`config.mk`:
```
export PLATFORM = sky130hd
export DESIGN_NAME = tcrs_blend
export DESIGN_NICKNAME = d
export VERILOG_FILES = /design/src/rtl/tcrs_pkg.sv /design/src/rtl/tcrs_blend.sv
export SDC_FILE = /design/constraint.sdc
export NUM_CORES = 2
export LEC_CHECK = 0
export BUFFER_PORTS_ARGS = -buffer_cell sky130_fd_sc_hd__buf_2
export CAP_MARGIN = 30
export CORE_ASPECT_RATIO = 2
export CORE_MARGIN = 3
export CORE_UTILIZATION = 45
export DETAILED_ROUTE_END_ITERATION = 8
export PLACE_DENSITY = 0.62
export SYNTH_ARGS = -nofsm -noshare
export SYNTH_HDL_FRONTEND = slang
export SYNTH_SLANG_ARGS = --single-unit
```
`constraint.sdc`:
```
create_clock -name vclk -period 18.5
set_input_delay 0.925 -clock vclk [all_inputs]
set_output_delay 0.925 -clock vclk [all_outputs]
set_load 0.005 [all_outputs]
```
`src/rtl/tcrs_pkg.sv`:
```
// Shared types, widths and constants of the trail smoother.
package tcrs_pkg;

	localparam int COORD_W = 32;
	localparam int STAMP_W = 64;
	localparam int THR_W   = 31;
	localparam int SQ_W    = 2 * THR_W;
	localparam int SEG_W   = 3;
	localparam int WGT_W   = 9;
	localparam int TDATA_W = 3 * COORD_W + STAMP_W;
	localparam int TUSER_W = 3;
	localparam int MAX_RES = 6;
	localparam int RES_W   = 3;
	localparam int WIN_N   = 4;

	// Square of the reset threshold of 10.0 in Q23.8 (2560 * 2560).
	localparam logic [SQ_W-1:0] THR_SQ_RST = SQ_W'(64'd6553600);

	localparam logic [SEG_W-1:0] SEG_FULL = 3'd4;

	typedef enum logic [1:0] {
		KIND_TRAIL    = 2'd0,
		KIND_TP_START = 2'd1,
		KIND_TP_END   = 2'd2
	} kind_t;

	typedef struct packed {
		logic signed [COORD_W-1:0] x;
		logic signed [COORD_W-1:0] y;
		logic signed [COORD_W-1:0] z;
		logic [STAMP_W-1:0]        stamp;
	} pt_t;

	// One result to be produced: a curve point at phase sel, or the raw point in slot sel.
	typedef struct packed {
		logic       curve;
		logic [1:0] sel;
		kind_t      kind;
		logic       done;
	} op_t;

	// Uniform Catmull-Rom weights over 128 for t = 0, 1/4, 1/2 and 3/4.
	localparam logic signed [WGT_W-1:0] CR_W [WIN_N][WIN_N] = '{
		'{9'sd0,  9'sd128, 9'sd0,   9'sd0},
		'{-9'sd9, 9'sd111, 9'sd29,  -9'sd3},
		'{-9'sd8, 9'sd72,  9'sd72,  -9'sd8},
		'{-9'sd3, 9'sd29,  9'sd111, -9'sd9}
	};

endpackage

```
`src/rtl/tcrs_blend.sv`:
```
// One axis of a Catmull-Rom point: weighted sum of four taps, floored and saturated.
module tcrs_blend import tcrs_pkg::*; (
	input  logic signed [COORD_W-1:0] p0,
	input  logic signed [COORD_W-1:0] p1,
	input  logic signed [COORD_W-1:0] p2,
	input  logic signed [COORD_W-1:0] p3,
	input  logic [1:0]                phase,
	output logic signed [COORD_W-1:0] res
);

	localparam int ACC_W = COORD_W + WGT_W;
	localparam int Q_W   = ACC_W - 7;

	logic signed [ACC_W-1:0] t0, t1, t2, t3, acc;
	logic signed [Q_W-1:0]   q;
	logic                    in_range;

	assign t0  = ACC_W'(CR_W[phase][0]) * ACC_W'(p0);
	assign t1  = ACC_W'(CR_W[phase][1]) * ACC_W'(p1);
	assign t2  = ACC_W'(CR_W[phase][2]) * ACC_W'(p2);
	assign t3  = ACC_W'(CR_W[phase][3]) * ACC_W'(p3);
	assign acc = (t0 + t1) + (t2 + t3);

	// An arithmetic shift by seven is the floor of the division by 128.
	assign q = signed'(acc[ACC_W-1:7]);

	assign in_range = (q[Q_W-1:COORD_W-1] == '0) || (q[Q_W-1:COORD_W-1] == '1);

	always_comb begin
		if (in_range) begin
			res = q[COORD_W-1:0];
		end else if (q[Q_W-1]) begin
			res = {1'b1, {(COORD_W-1){1'b0}}};
		end else begin
			res = {1'b0, {(COORD_W-1){1'b1}}};
		end
	end

endmodule

```
==> key figures <==
Layout
  • Final non-filler cell total: 4,733
  • Most frequent cells in the layout: 1,301 x inv_1, 1,021 x fa_1, 320 x and2_1
  • Seq cells: 0
  • Seq. cell area: 0 um2
  • Commonest non-fill, non-tap cell in the layout: inv_1
  • Layout fillers: 7,228
  • Share of layout cells above drive strength 1: 6.14%
  • Layout Nets: 5,073
  • Layout area overhead: 5.51%
  • Clock buf count: 0

Floorplanning
  • Die ar.: 79,000 um2
  • Die X: 200 um
  • Chip height: 394 um
  • # IOs: 162
  • Cell Rows: 141
  • Starting Density: 45.7%
  • Core area: 74,300 um2

Synthesis
  • Syn avg cell area: 9.35 um2
  • Syn Std Cell Area: 34,000 um2
  • Part of the Yosys area used for sequential elements: 0%
  • Syn_nets: 4,993
  • Synthesis warning total: 0
  • Syn Inst Count: 3,633
  • Yosys cell types: 56

Global route
  • Vias in the first global route: 26,700
  • Total track usage: 24.5%
  • Total gr overflow: 0
  • Initial antenna violation count: 30
  • First-pass GRT wire length: 145,000 um
  • Largest net degree at the start of global routing: 67

Route
  • 1st-pass router iterations: 6
  • DRT antenna net count: 0
  • Post-Route WL: 94,000 um
  • Vias/cell: 4.92
  • WL per Instance: 19.9 um
  • Post-route DRC: 0
  • Via count: 23,300
  • DRT iter0 DRCs: 906

Setup path
  • Largest stage delay, worst path: 0.82 ns
  • Critical Path Slowest Stage Cell: clkinv_2
  • Crit path DAT: 11.16 ns
  • CP required: 17.57 ns
  • Critical Path Source Type: input port
  • Setup CP Type: input port to primary output
  • CP Capture Type: primary output
  • CP max FO: 60

STA
  • Unrepaired setup endpoints after global routing: no
  • FMAX: 82.8 MHz
  • Final max-slew violation count: 0
  • Crit path time final: 12.08 ns
  • Setup tns final: 0 ns
  • Max_slew headroom: 30.1%
  • Final hold violations: 0
  • Final setup margin: 6.42 ns
  • Worst-Margin Slew: 1.05 ns
  • Tcrit/Tclk final: 65.3%
  • Endpoints failing setup: 0

Outcome
  • Outcome: finished clean

Hold path
  • Hold EP: res[3]
  • Hold Path Origin: p1[0]
  • Worst hold path class: input port to primary output
  • Worst hold stages: 10

Placement
  • Number of port buffers: 162
  • Placer Congestion: 0.935
  • Post-DP HPWL: 87,000 um
  • Pre-CTS setup slack: 6.35 ns
  • Placed instance count: 4,711

Flow run
  • Max-Cap Viols: 0

Clock tree
  • Post-CTS Resized: 0
  • Hold-fix buffers, CTS: 0
  • Setup bufs post-CTS: 0
critical path: cells and delay by family:
family | cells | cell delay [ns]
adders and majority gates | 10 | 5.02
buffers and inverters | 13 | 2.87
AOI/OAI and AO/OA | 5 | 1.42
and+or+nand+nor | 4 | 0.84
cell usage after synthesis, types with 4 or more instances:
library cell | instances | share of area, %
o21ai_1 | 4 | 0.059
a21oi_1 | 46 | 0.68
o211ai_1 | 6 | 0.13
buf_2 | 12 | 0.18
clkbuf_1 | 72 | 0.80
buf_6 | 4 | 0.13
o21a_1 | 4 | 0.088
buf_1 | 7 | 0.077
o22ai_1 | 30 | 0.55
nand3_1 | 6 | 0.088
xnor2_1 | 43 | 1.1
o21ai_0 | 19 | 0.28
nand2_1 | 305 | 3.4
ha_1 | 209 | 7.7
fa_1 | 1021 | 60
nor2_1 | 58 | 0.64
or2_2 | 36 | 0.66
inv_1 | 1301 | 14
nand4_1 | 11 | 0.20
a211oi_1 | 4 | 0.088
nor2b_1 | 26 | 0.48
nor3_1 | 7 | 0.10
xor2_1 | 19 | 0.49
a21o_1 | 15 | 0.33
and2_1 | 320 | 5.9
a31oi_1 | 4 | 0.074
final cells by class:
type                            instances  area (um2)  area share (%)
Tap cell                             1001        1250            3.50
Timing Repair Buffer                  173         918            2.56
Antenna cell                           21        52.6           0.147
Multi-Input combinational cell       2236       28700            80.1
Inverter                             1302        4890            13.6
routing by layer:
metal	share of wire (%)	track usage (%)
met1	26	20.3
met2	60	50.5
met3	3.0	2.32
met4	10	19.3
met5	0.095	0
stage by stage:
stage / utilization (%) / instance area (um2) / hold WS [ns]
5_1_grt: 48.2 / 35800 / 3.54
4_1_cts: 48.1 / 35800 / 3.48
2_1_floorplan: - / 34000 / 2.64
6_report: 48.2 / 35800 / 3.43
3_3_place_gp: 48.1 / 35700 / 3.50
3_5_place_dp: 48.1 / 35800 / 3.47
worst max path at each step:
stage                     slack [ns]       to     start  depth (start not counted)
final                           6.42  res[19]  phase[1]                         32
after global routing            5.95   res[7]  phase[1]                         32
after CTS                       6.37  res[29]  phase[1]                         28
after detailed placement        6.35  res[29]  phase[1]                         28
after global placement          6.19  res[26]  phase[1]                         31
after floorplan                 8.99  res[27]  phase[0]                         32
logic make-up (layout without fill, tap and decap cells):
logic type | after synthesis | count (layout) | share of synthesized area (%)
AO/OA/AOI/OAI | 164 | 164 | 3.22
other | 0 | 21 | 0
buffers and inverters | 1397 | 1475 | 15.6
XOR/XNOR | 62 | 62 | 1.60
AND/OR/NAND/NOR | 780 | 780 | 11.7
adder cells (fa/ha/maj) | 1230 | 1230 | 67.9
Power is left out: the tool's default activity adds up to more than one toggle a clock period on the data nets, which glitch-free logic cannot reach.
